[src/hw/rtl/rbm_fifo.sv]
// Short job queue between front and back.
// No dependencies.
`default_nettype none

module rbm_fifo #(
  parameter int WIDTH = 8,
  parameter int DEPTH = 2,
  localparam int PW = (DEPTH > 1) ? $clog2(DEPTH) : 1,
  localparam int CW = $clog2(DEPTH + 1)
) (
  input  logic             clk_i,
  input  logic             rst_ni,
  input  logic             push_i,
  input  logic [WIDTH-1:0] data_i,
  output logic             full_o,
  input  logic             pop_i,
  output logic             valid_o,
  output logic [WIDTH-1:0] data_o
);

  logic [WIDTH-1:0] buf_q [DEPTH];
  logic [PW-1:0]    wptr_q, wptr_d, rptr_q, rptr_d;
  logic [CW-1:0]    cnt_q, cnt_d;

  assign full_o  = (cnt_q == CW'(DEPTH));
  assign valid_o = (cnt_q != '0);
  assign data_o  = buf_q[rptr_q];

  always_comb begin
    wptr_d = wptr_q;
    rptr_d = rptr_q;
    cnt_d  = cnt_q;
    if (push_i) begin
      wptr_d = (wptr_q == PW'(DEPTH - 1)) ? '0 : wptr_q + PW'(1);
    end
    if (pop_i) begin
      rptr_d = (rptr_q == PW'(DEPTH - 1)) ? '0 : rptr_q + PW'(1);
    end
    cnt_d = cnt_q + CW'(push_i) - CW'(pop_i);
  end

  always_ff @(posedge clk_i or negedge rst_ni) begin
    if (!rst_ni) begin
      wptr_q <= '0;
      rptr_q <= '0;
      cnt_q  <= '0;
    end else begin
      wptr_q <= wptr_d;
      rptr_q <= rptr_d;
      cnt_q  <= cnt_d;
    end
  end

  always_ff @(posedge clk_i) begin
    if (push_i) begin
      buf_q[wptr_q] <= data_i;
    end
  end

endmodule

`default_nettype wire

[config.mk]
export PLATFORM = sky130hd
export DESIGN_NAME = rbm_fifo
export DESIGN_NICKNAME = d
export VERILOG_FILES = /design/src/hw/rtl/rbm_fifo.sv
export SDC_FILE = /design/constraint.sdc
export NUM_CORES = 1
export LEC_CHECK = 0
export BUFFER_PORTS_ARGS = -buffer_cell sky130_fd_sc_hd__buf_2
export CAP_MARGIN = 20
export CORE_MARGIN = 3
export CORE_UTILIZATION = 30
export DETAILED_ROUTE_END_ITERATION = 16
export MAX_ROUTING_LAYER = met4
export PLACE_DENSITY = 0.54
export SLEW_MARGIN = 20
export SYNTH_ARGS = -nofsm -noshare
export SYNTH_HDL_FRONTEND = slang
export SYNTH_SLANG_ARGS = --single-unit
[constraint.sdc]
create_clock -name clk_i -period 1.5 [get_ports clk_i]
set_input_delay 0.3 -clock clk_i [delete_from_list [all_inputs] [get_ports clk_i]]
set_output_delay 0.3 -clock clk_i [all_outputs]
set_load 0.05 [all_outputs]
==> impl_results.md <==
* WP data arrival at 1310 ps
* Fmax at 0.621 GHz
* Worst setup margin at -110 ps
* Reg clk slew, reported paths at 110 ps
* Tightest Pin Transition at 383 ps
* Power Dens Cells at 2250 nW/µm²
* 1st-iter DRT viols at 1
* Max Cap Viol at 0
* TritonCTS Sinks at 20
* Largest vdd supply drop at 0.00157 V
* Yosys warnings at 0
* Die Area at 3360 µm²
* WL per Instance at 11.9 µm
* CTS Buffer Depth at 2
* Final Power at 0.00253 W
* Worst skew pair latency at 290 ps
* H-tree Lvls at 1
* Fillers at 224
* Startpoint type of the worst setup path: register
* Number of antenna violations at the first check in global routing at 0
* Crit path from: rptr_q
* I/O pin count at 22
* Diodes inserted at 0
* GRT Util Overall at 7.69%
* HP Class: in2reg
* Worst hold endpoint: buf_q[1][6]
* Syn-to-layout area delta at 38.3%
* Clock root cell: clkbuf_4
* Failing checks: setup timing
* Area after DPL at 950 µm²
* CORE AREA at 2520 µm²
* R2R Setup Slk at 110 ps
* Num rows at 18
* Yosys cell types at 11
* Die Span Y at 58.0 µm
* Leakage at 0.487 nW
* Max-slew headroom at 74.5%
* Hold Path Cell Cnt at 1
* Drc violations at 0
* Placer congestion estimate at 0.632
* Synth Net Count at 54
* Layout Skew at 6.73 ps
* Req. time, crit path at 1200 ps
* Critical path capture point type: output pin
* Hold Vio Cnt, Final at 0
* First-pass GRT wire length at 1860 µm
* CTS tree: yes
* Mapped Cells at 40
* Via/cell ratio at 4.18
* Global route overflow at 0
* Reg2reg start: cnt_q[0]
* Synthesized flop and latch total at 20
* Setup tns final at -789 ps
* Nets@finish at 85
* # setup viols final at 8
* Antenna Violating Nets Remaining at 0
* Num CTS Buffers at 3
* Final Cell Area at 1120 µm²
* Vias in the first global route at 418
* Initial core utilization at 32.1%
* DP Worst Slack at -23.1 ps
* RSZ-0062 raised after global routing: true
* Drt pass-1 iters at 2
* Reg2reg path depth at 5
* Die Width at 58.0 µm
* Crit-path max FO at 5
* I/O Buffers at 21
* Period Utilization, post-route at 107%
* Final min period at 1610 ps
* Mean Syn Cell Area at 20.3 µm²
* Register area share after synthesis at 71.6%
* RR Endpoint: cnt_q[1]
* Pin count of the biggest net entering global routing at 13
* Worst Setup Path Type: reg2out
* Final wirelength at 1190 µm
* Fin. max-slew vios at 0
* Mapped Area at 811 µm²
* Share of cells above drive strength 1 at 57.1%
* Via count at 418
* Hold path start: data_i[6]
* Outcome: complete, but fails checks
per-layer routing:
layer  routed length [µm]  vias up  track usage (%)
li1                     -      208                -
met2                  589       15             10.8
met3                  100        0             2.90
met1                  494      195             10.0
met5                    0        -                -
met4                    0        0             2.98
area by class of cell:
type	count	area, µm²	share of cell area, %
flip-flops and latches	20	582	51.9
repair buffers	27	228	20.3
multi-input cells	17	214	19.1
well taps	30	37.5	3.35
clock inverters	1	30.0	2.68
clock buffers	3	22.5	2.01
inverters	2	7.51	0.670
cells in the mapped netlist:
library cell / instances / share of area, %
edfxtp_1: 16 / 59
mux2_4: 8 / 15
dfrtp_1: 4 / 12
ha_1: 2 / 3.1
inv_1: 2 / 0.93
nor2b_1: 2 / 1.5
xor2_1: 2 / 2.2
and2_1: 1 / 0.77
buf_6: 1 / 1.4
or2_2: 1 / 0.77
xor3_1: 1 / 2.9
sequential cells by signal, indices dropped and copies added, names as in the netlist:
name,cells
cnt_q,2
wptr_q,1
rptr_q,1
buf_q,16
per-stage QoR:
stage	hold WS [ps]	std cells	utilization, %
finish	191	100	44.4
CTS	179	100	44.2
global route	164	100	44.4
floorplan	4.41	40	-
global placement	115	91	37.6
detailed placement	112	91	37.6
layout by cell type (no fill, tap or decap):
cell type and n:
edfxtp_1 16, buf_2 12, mux2_4 8, buf_6 8, clkbuf_4 3, dfrtp_1 3, buf_8 3, buf_4 3
inv_1 2, nor2b_1 2, xor2_1 2, ha_1 2, xor3_1 1, or2_4 1, and2_1 1, bufinv_16 1
dlygate4sd3_1 1, dfrtp_2 1
timing repair:
item,CTS,global route
hold endpoints to repair,4,0
cloned,0,0
resized for setup,24,2
pin swaps,0,0
buffers inserted,4,0
hold buffers,1,0
setup endpoints to repair,9,9
how the worst max path moves through the flow:
stage	to	slack [ps]
after global routing	data_o[1]	-170
after CTS	data_o[1]	-120
after global placement	data_o[6]	-10
after detailed placement	data_o[6]	-20
after floorplan	full_o	120
final	data_o[1]	-110
report_power, final:
group	total, W	leakage [nW]	internal (W)	switching (W)
registers	0.000821	0.196	0.000758	0.0000634
clock network	0.000425	0.0279	0.000270	0.000156
logic	0.00128	0.264	0.000596	0.000684
cell families (layout without fill, tap and decap cells):
kind of cell / after synthesis / in the layout / synth area share (%)
fa+ha+maj: 2 / 2 / 3.09
flops: 20 / 20 / 71.6
mux: 8 / 8 / 14.8
xor+xnor: 3 / 3 / 5.09
buf+inv: 3 / 33 / 2.32
simple gates: 4 / 4 / 3.09
critical path, stage by stage (launching register included):
cell and delay [ps]:
dfrtp_2 430, buf_6 140, mux2_4 300, buf_8 150
Power figures use the tool's default switching activity.
