==> config.mk <==
export PLATFORM = sky130hd
export DESIGN_NAME = rbm_front_flat
export DESIGN_NICKNAME = d
export VERILOG_FILES = /design/src/hw/rtl/rbm_if.sv /design/src/hw/rtl/rbm_front.sv /design/src/flat_wrapper.sv
export SDC_FILE = /design/constraint.sdc
export NUM_CORES = 1
export LEC_CHECK = 0
export ABC_AREA = 1
export BUFFER_PORTS_ARGS = -buffer_cell sky130_fd_sc_hd__buf_2
export CORE_ASPECT_RATIO = 0.8
export CORE_UTILIZATION = 40
export DETAILED_ROUTE_END_ITERATION = 6
export MAX_ROUTING_LAYER = met4
export PLACE_DENSITY = 0.64
export SLEW_MARGIN = 10
export SYNTH_ARGS = -nofsm -noshare
export SYNTH_HDL_FRONTEND = slang
export SYNTH_SLANG_ARGS = --single-unit
==> constraint.sdc <==
create_clock -name clk_i -period 7 [get_ports clk_i]
set_clock_uncertainty 0.05 [all_clocks]
set_input_delay 0.35 -clock clk_i [delete_from_list [all_inputs] [get_ports clk_i]]
set_output_delay 0.35 -clock clk_i [all_outputs]
set_load 0.01 [all_outputs]
==> src/hw/rtl/rbm_if.sv <==
// Valid/ready interfaces for the pixel input and result channels.
// No dependencies.
`default_nettype none

interface rbm_pix_in_if;
  logic       valid;
  logic       ready;
  logic [7:0] red_in;
  logic [7:0] green_in;
  logic [7:0] blue_in;
  logic       drain;

  modport source (output valid, output red_in, output green_in, output blue_in,
                  output drain, input ready);
  modport sink   (input valid, input red_in, input green_in, input blue_in,
                  input drain, output ready);
endinterface


`default_nettype wire

==> src/hw/rtl/rbm_front.sv <==
// Front end: takes input words, tracks frame positions, decides write/emit, queues jobs.
// Uses rbm_pix_in_if.
`default_nettype none

module rbm_front #(
  parameter int MAX_WIDTH  = 1024,
  parameter int MAX_WINDOW = 15,
  localparam int CW  = $clog2(MAX_WIDTH),
  localparam int WW  = $clog2(MAX_WIDTH + 1),
  localparam int SW  = $clog2(MAX_WINDOW),
  localparam int LGW = SW + WW,
  localparam int DW  = WW + 16,
  localparam int JW  = 43 + 2 * SW + 2 * CW
) (
  input  logic           clk_i,
  input  logic           rst_ni,
  input  logic           restart_i,
  input  logic [WW-1:0]  w_i,
  input  logic [15:0]    hgt_i,
  input  logic [LGW-1:0] lag_i,
  rbm_pix_in_if.sink     pix_i,
  input  logic           q_full_i,
  output logic           q_push_o,
  output logic [JW-1:0]  q_job_o
);

  typedef struct packed {
    logic          wr;
    logic [23:0]   pix;
    logic [SW-1:0] wslot;
    logic [CW-1:0] wcol;
    logic          emit;
    logic [15:0]   orow;
    logic [SW-1:0] oslot;
    logic [CW-1:0] ocol;
    logic          last;
  } job_t;

  logic [CW-1:0] icol_q, icol_d, ocol_q, ocol_d;
  logic [15:0]   irow_q, irow_d, orow_q, orow_d;
  logic [SW-1:0] islot_q, islot_d, oslot_q, oslot_d;
  logic [DW-1:0] d_q, d_d, d_inc;
  logic          full, acc, wr, emit, last;
  job_t          job;

  assign full        = (irow_q >= hgt_i);
  assign pix_i.ready = !q_full_i;
  assign acc         = pix_i.valid && !q_full_i;
  assign wr          = !full && !pix_i.drain;
  assign d_inc       = d_q + DW'(wr);
  // emit once the input runs a full lag ahead, or always once the frame is in
  assign emit        = full || (wr && (d_inc > DW'(lag_i)));
  assign last        = (orow_q == hgt_i - 16'd1) && (WW'(ocol_q) == w_i - WW'(1));

  always_comb begin
    job.wr    = wr;
    job.pix   = {pix_i.red_in, pix_i.green_in, pix_i.blue_in};
    job.wslot = islot_q;
    job.wcol  = icol_q;
    job.emit  = emit;
    job.orow  = orow_q;
    job.oslot = oslot_q;
    job.ocol  = ocol_q;
    job.last  = last;
  end

  assign q_job_o  = job;
  assign q_push_o = acc && (wr || emit);

  always_comb begin
    icol_d  = icol_q;
    irow_d  = irow_q;
    islot_d = islot_q;
    ocol_d  = ocol_q;
    orow_d  = orow_q;
    oslot_d = oslot_q;
    d_d     = d_q;
    if (restart_i) begin
      icol_d  = '0;
      irow_d  = '0;
      islot_d = '0;
      ocol_d  = '0;
      orow_d  = '0;
      oslot_d = '0;
      d_d     = '0;
    end else if (acc) begin
      if (wr) begin
        if (WW'(icol_q) + WW'(1) >= w_i) begin
          icol_d  = '0;
          irow_d  = irow_q + 16'd1;
          islot_d = (islot_q == SW'(MAX_WINDOW - 1)) ? '0 : islot_q + SW'(1);
        end else begin
          icol_d = icol_q + CW'(1);
        end
      end
      d_d = d_inc - DW'(emit);
      if (emit) begin
        if (last) begin
          // frame done: everything back to the origin
          icol_d  = '0;
          irow_d  = '0;
          islot_d = '0;
          ocol_d  = '0;
          orow_d  = '0;
          oslot_d = '0;
          d_d     = '0;
        end else if (WW'(ocol_q) + WW'(1) >= w_i) begin
          ocol_d  = '0;
          orow_d  = orow_q + 16'd1;
          oslot_d = (oslot_q == SW'(MAX_WINDOW - 1)) ? '0 : oslot_q + SW'(1);
        end else begin
          ocol_d = ocol_q + CW'(1);
        end
      end
    end
  end

  always_ff @(posedge clk_i or negedge rst_ni) begin
    if (!rst_ni) begin
      icol_q  <= '0;
      irow_q  <= '0;
      islot_q <= '0;
      ocol_q  <= '0;
      orow_q  <= '0;
      oslot_q <= '0;
      d_q     <= '0;
    end else begin
      icol_q  <= icol_d;
      irow_q  <= irow_d;
      islot_q <= islot_d;
      ocol_q  <= ocol_d;
      orow_q  <= orow_d;
      oslot_q <= oslot_d;
      d_q     <= d_d;
    end
  end

endmodule

`default_nettype wire

==> src/flat_wrapper.sv <==
// flat-port wrapper written by rule: the top's interface ports become plain ports
module rbm_front_flat 
#(
  parameter int MAX_WIDTH  = 1024,
  parameter int MAX_WINDOW = 15,
  localparam int CW  = $clog2(MAX_WIDTH),
  localparam int WW  = $clog2(MAX_WIDTH + 1),
  localparam int SW  = $clog2(MAX_WINDOW),
  localparam int LGW = SW + WW,
  localparam int DW  = WW + 16,
  localparam int JW  = 43 + 2 * SW + 2 * CW
)
  (clk_i, rst_ni, restart_i, w_i, hgt_i, lag_i, q_full_i, q_push_o, q_job_o, pix_i_valid, pix_i_red_in, pix_i_green_in, pix_i_blue_in, pix_i_drain, pix_i_ready);
  rbm_pix_in_if pix_i_i ();
  input  logic clk_i;
  input  logic rst_ni;
  input  logic restart_i;
  input  logic [WW-1:0] w_i;
  input  logic [15:0] hgt_i;
  input  logic [LGW-1:0] lag_i;
  input  logic q_full_i;
  output logic q_push_o;
  output logic [JW-1:0] q_job_o;
  input wire logic [$bits(pix_i_i.valid)-1:0] pix_i_valid;
  input wire logic [$bits(pix_i_i.red_in)-1:0] pix_i_red_in;
  input wire logic [$bits(pix_i_i.green_in)-1:0] pix_i_green_in;
  input wire logic [$bits(pix_i_i.blue_in)-1:0] pix_i_blue_in;
  input wire logic [$bits(pix_i_i.drain)-1:0] pix_i_drain;
  output wire logic [$bits(pix_i_i.ready)-1:0] pix_i_ready;
  assign pix_i_i.valid = pix_i_valid;
  assign pix_i_i.red_in = pix_i_red_in;
  assign pix_i_i.green_in = pix_i_green_in;
  assign pix_i_i.blue_in = pix_i_blue_in;
  assign pix_i_i.drain = pix_i_drain;
  assign pix_i_ready = pix_i_i.ready;
  rbm_front #(.MAX_WIDTH(MAX_WIDTH), .MAX_WINDOW(MAX_WINDOW)) u_core (.clk_i(clk_i), .rst_ni(rst_ni), .restart_i(restart_i), .w_i(w_i), .hgt_i(hgt_i), .lag_i(lag_i), .pix_i(pix_i_i), .q_full_i(q_full_i), .q_push_o(q_push_o), .q_job_o(q_job_o));
endmodule
==> results.toml <==
[synth]
ys_types = 42
synthArstFlopShare_pct = 100
synth_edf_count = 0
synthXorXnorAreaFrac_pct = 9.19
synth_top_family_by_area = "simple AND/OR/NAND/NOR gates"
syn_avg_cell_area_sq_um = 6.48
syn_area_sq_um = 9210
ys_warn_count = 0
synth_compound_gate_area_share_pct = 9.39
ys_ff_latch = 87
yosys.area_share.adder_pct = 9.11
seq_area_frac_synth_pct = 23.6
yosys.area_share.simple_pct = 37.3
synthMuxAreaShare_pct = 0.109
syn_nets = 1559
synth_ff_type = "dfrtp_1"
synthCells = 1420

[clock_network]
cts_sinks = 87
cts_tree = "yes"
clkLatencyLatePin_ns = 0.36
cts_max_path_buffers = 2
clk_pin_slew_ns = 0.07
htree_levels = 3
postCtsSetupBuffers = 0
cts-root-buf = "clkbuf_16"
cts_made_buffers = 9

[timing]
tightest_slew_ns = 1.02
min_period_over_period_pct = 89.6
whs_ns = 0.413
rsz0062_at_grt = "no"
hold_viol_final = 0
final.setup.tns_ns = 0
setup_viol = 0
setup_ws_ns = 0.728
fmax_mhz = 159
timing.slew.headroom_pct = 31.7
fin_crit_ns = 6.27
slew_viol_final = 0

[finish]
layout_common_cells = "408 x nand2_1, 174 x inv_1, 165 x nor2_1, 101 x nand3_1, 95 x buf_2"
final_nets = 1615
area_delta_synth_final_pct = 9.58
final_common_cell = "nand2_1"
fin_area_sq_um = 10100
final_util_pct = 44.8
antenna_cells = 0
layout-drive-gt1-share_pct = 12.2

[global_route]
antenna_found_initial = 0
grt_max_degree = 59
grt_pass1_vias = 8418
gr-usage-all-layers_pct = 23.8
grt_pass1_wl_microns = 42800
grt_overflow_total = 0

[die]
die_area_sq_um = 23600
rows = 49
die_x_microns = 172
initial_core_util_pct = 40.9
coreArea_sq_um = 22500
ios = 145
die_h_microns = 138

[pwr]
p_per_area_nw_per_um2 = 137
clock_power_share_pct = 38.1
seqPwrFrac_pct = 40.4
pwr-share-comb_pct = 21.5
power.internal_w = 0.000920
switching_power_w = 0.000461
vdd_drop_max_mv = 0.116
swShare_pct = 33.4
leakage_nw = 5.17

[place]
place_ws_ns = 0.687
port_buffers = 96
gp_congestion = 0.964
dp_hpwl_microns = 20500
dpl_cell_area_sq_um = 9770

[worst_hold_path]
hp-class = "in2async"

[setup_path]
crit_slowest_cell = "nor4_1"
crit_fanout = 10
cp_common_cell = "nand2_1"
crit_type = "reg2reg"
critPathCaptureType = "register"
required_ns = 7.18
cp-start-kind = "register"
cpPeakStageDelay_ns = 0.44
critical_path_arrival_ns = 6.45

[routing]
initialDrtViolationCount = 653
drt_first_pass_iters = 5
via_per_inst = 5.09
drt_wl_total_microns = 26100
avgRoutedWirePerCell_microns = 14.6
vias = 9102
drc = 0
ant_nets = 0

[status]
status = "completed"

[job]
maxCapViolCount = 0
sequential cells by signal (all words and copies together), names as in the netlist:
name / count
u_core.ocol_q: 10
u_core.irow_q: 16
u_core.orow_q: 16
u_core.icol_q: 10
u_core.oslot_q: 4
u_core.d_q: 27
u_core.islot_q: 4
layout make-up:
cell class,count,area [sq um]
Fill cell,2395,12400
Multi-Input combinational cell,1093,6000
Sequential cell,87,2180
Inverter,182,683
Timing Repair Buffer,103,538
Tap cell,306,383
Clock buffer,10,239
Clock inverter,6,68.8
critical path: cells and delay by family, from the launching register on:
family / cells / cell delay [ns]
adder cells (fa/ha/maj): 5 / 1.39
AO/OA/AOI/OAI: 1 / 0.08
XOR/XNOR: 2 / 0.49
AND/OR/NAND/NOR: 24 / 3.29
flip-flops: 1 / 0.42
buffers and inverters: 3 / 0.43
logic make-up after synthesis:
family	after synthesis
xor gates and xnor gates	95
buffers and inverters	240
DFF	87
adders and majority gates	67
AOI/OAI and AO/OA	141
muxes	1
and+or+nand+nor	789
cell usage after synthesis, types with 4 or more instances:
| library cell | number | area, sq um |
|---|---|---|
| clkbuf_1 | 20 | 75.1 |
| o21ai_0 | 49 | 245 |
| buf_2 | 7 | 35.0 |
| nand3_2 | 4 | 40.0 |
| dfrtp_1 | 87 | 2180 |
| buf_4 | 28 | 210 |
| xnor2_1 | 24 | 210 |
| inv_1 | 174 | 653 |
| nand4_1 | 55 | 344 |
| nand2_1 | 408 | 1530 |
| o21bai_1 | 8 | 60.1 |
| or2_2 | 5 | 31.3 |
| inv_2 | 5 | 18.8 |
| a21oi_1 | 40 | 200 |
| ha_1 | 67 | 838 |
| nor4_1 | 6 | 37.5 |
| nand3_1 | 101 | 505 |
| xor2_1 | 70 | 613 |
| o21ai_2 | 30 | 263 |
| nor3_1 | 16 | 80.1 |
| nand2_2 | 5 | 31.3 |
| nor2_4 | 5 | 56.3 |
| nor2_1 | 166 | 623 |
| and2_1 | 4 | 25.0 |
| o21ai_1 | 5 | 25.0 |
timing repair:
item	4_1_cts	5_1_grt
hold endpoints to repair	29	0
hold buffers	1	0
gates resized for setup	0	0
worst paths after layout:
check                                                   start  slack [ns]                       endpoint  cells past startpoint
worst max register to register  u_core.irow_q[15]$_DFFE_PN0P_        0.73     u_core.d_q[15]$_DFFE_PN0P_                     35
worst max-delay path            u_core.irow_q[15]$_DFFE_PN0P_        0.73     u_core.d_q[15]$_DFFE_PN0P_                     35
worst min-delay path                                   rst_ni        0.41  u_core.orow_q[11]$_DFFE_PN0P_                      2
worst min register to register      u_core.d_q[0]$_DFFE_PN0P_        0.45      u_core.d_q[0]$_DFFE_PN0P_                      2
min in group clk_i                  u_core.d_q[0]$_DFFE_PN0P_        0.45      u_core.d_q[0]$_DFFE_PN0P_                      2
max in group asynchronous                              rst_ni        5.35   u_core.icol_q[1]$_DFFE_PN0P_                      3
metrics by stage:
stage	power [W]	std cells
6_report	0.00138	1787
5_1_grt	0.00146	1787
3_5_place_dp	0.000862	1770
2_1_floorplan	0.000771	1420
3_3_place_gp	0.000859	1770
4_1_cts	0.00139	1787
layer usage:
layer | vias to the layer above | global-route usage, % | part of all wire, %
met5 | - | - | 0
met4 | 0 | 3.52 | 0.61
met3 | 12 | 4.77 | 6.4
met2 | 248 | 35.3 | 42
met1 | 4195 | 33.8 | 51
li1 | 4647 | - | -
power groups by stage:
stage / Sequential, W / Clock (W) / Combinational, W
after floorplan: 0.000568 / 0 / 0.000203
after global placement: 0.000568 / 0 / 0.000291
after detailed placement: 0.000568 / 0 / 0.000294
after CTS: 0.000558 / 0.000538 / 0.000297
after global routing: 0.000563 / 0.000556 / 0.000338
final: 0.000559 / 0.000526 / 0.000297
Note: power is estimated with default switching activity, not from simulation.
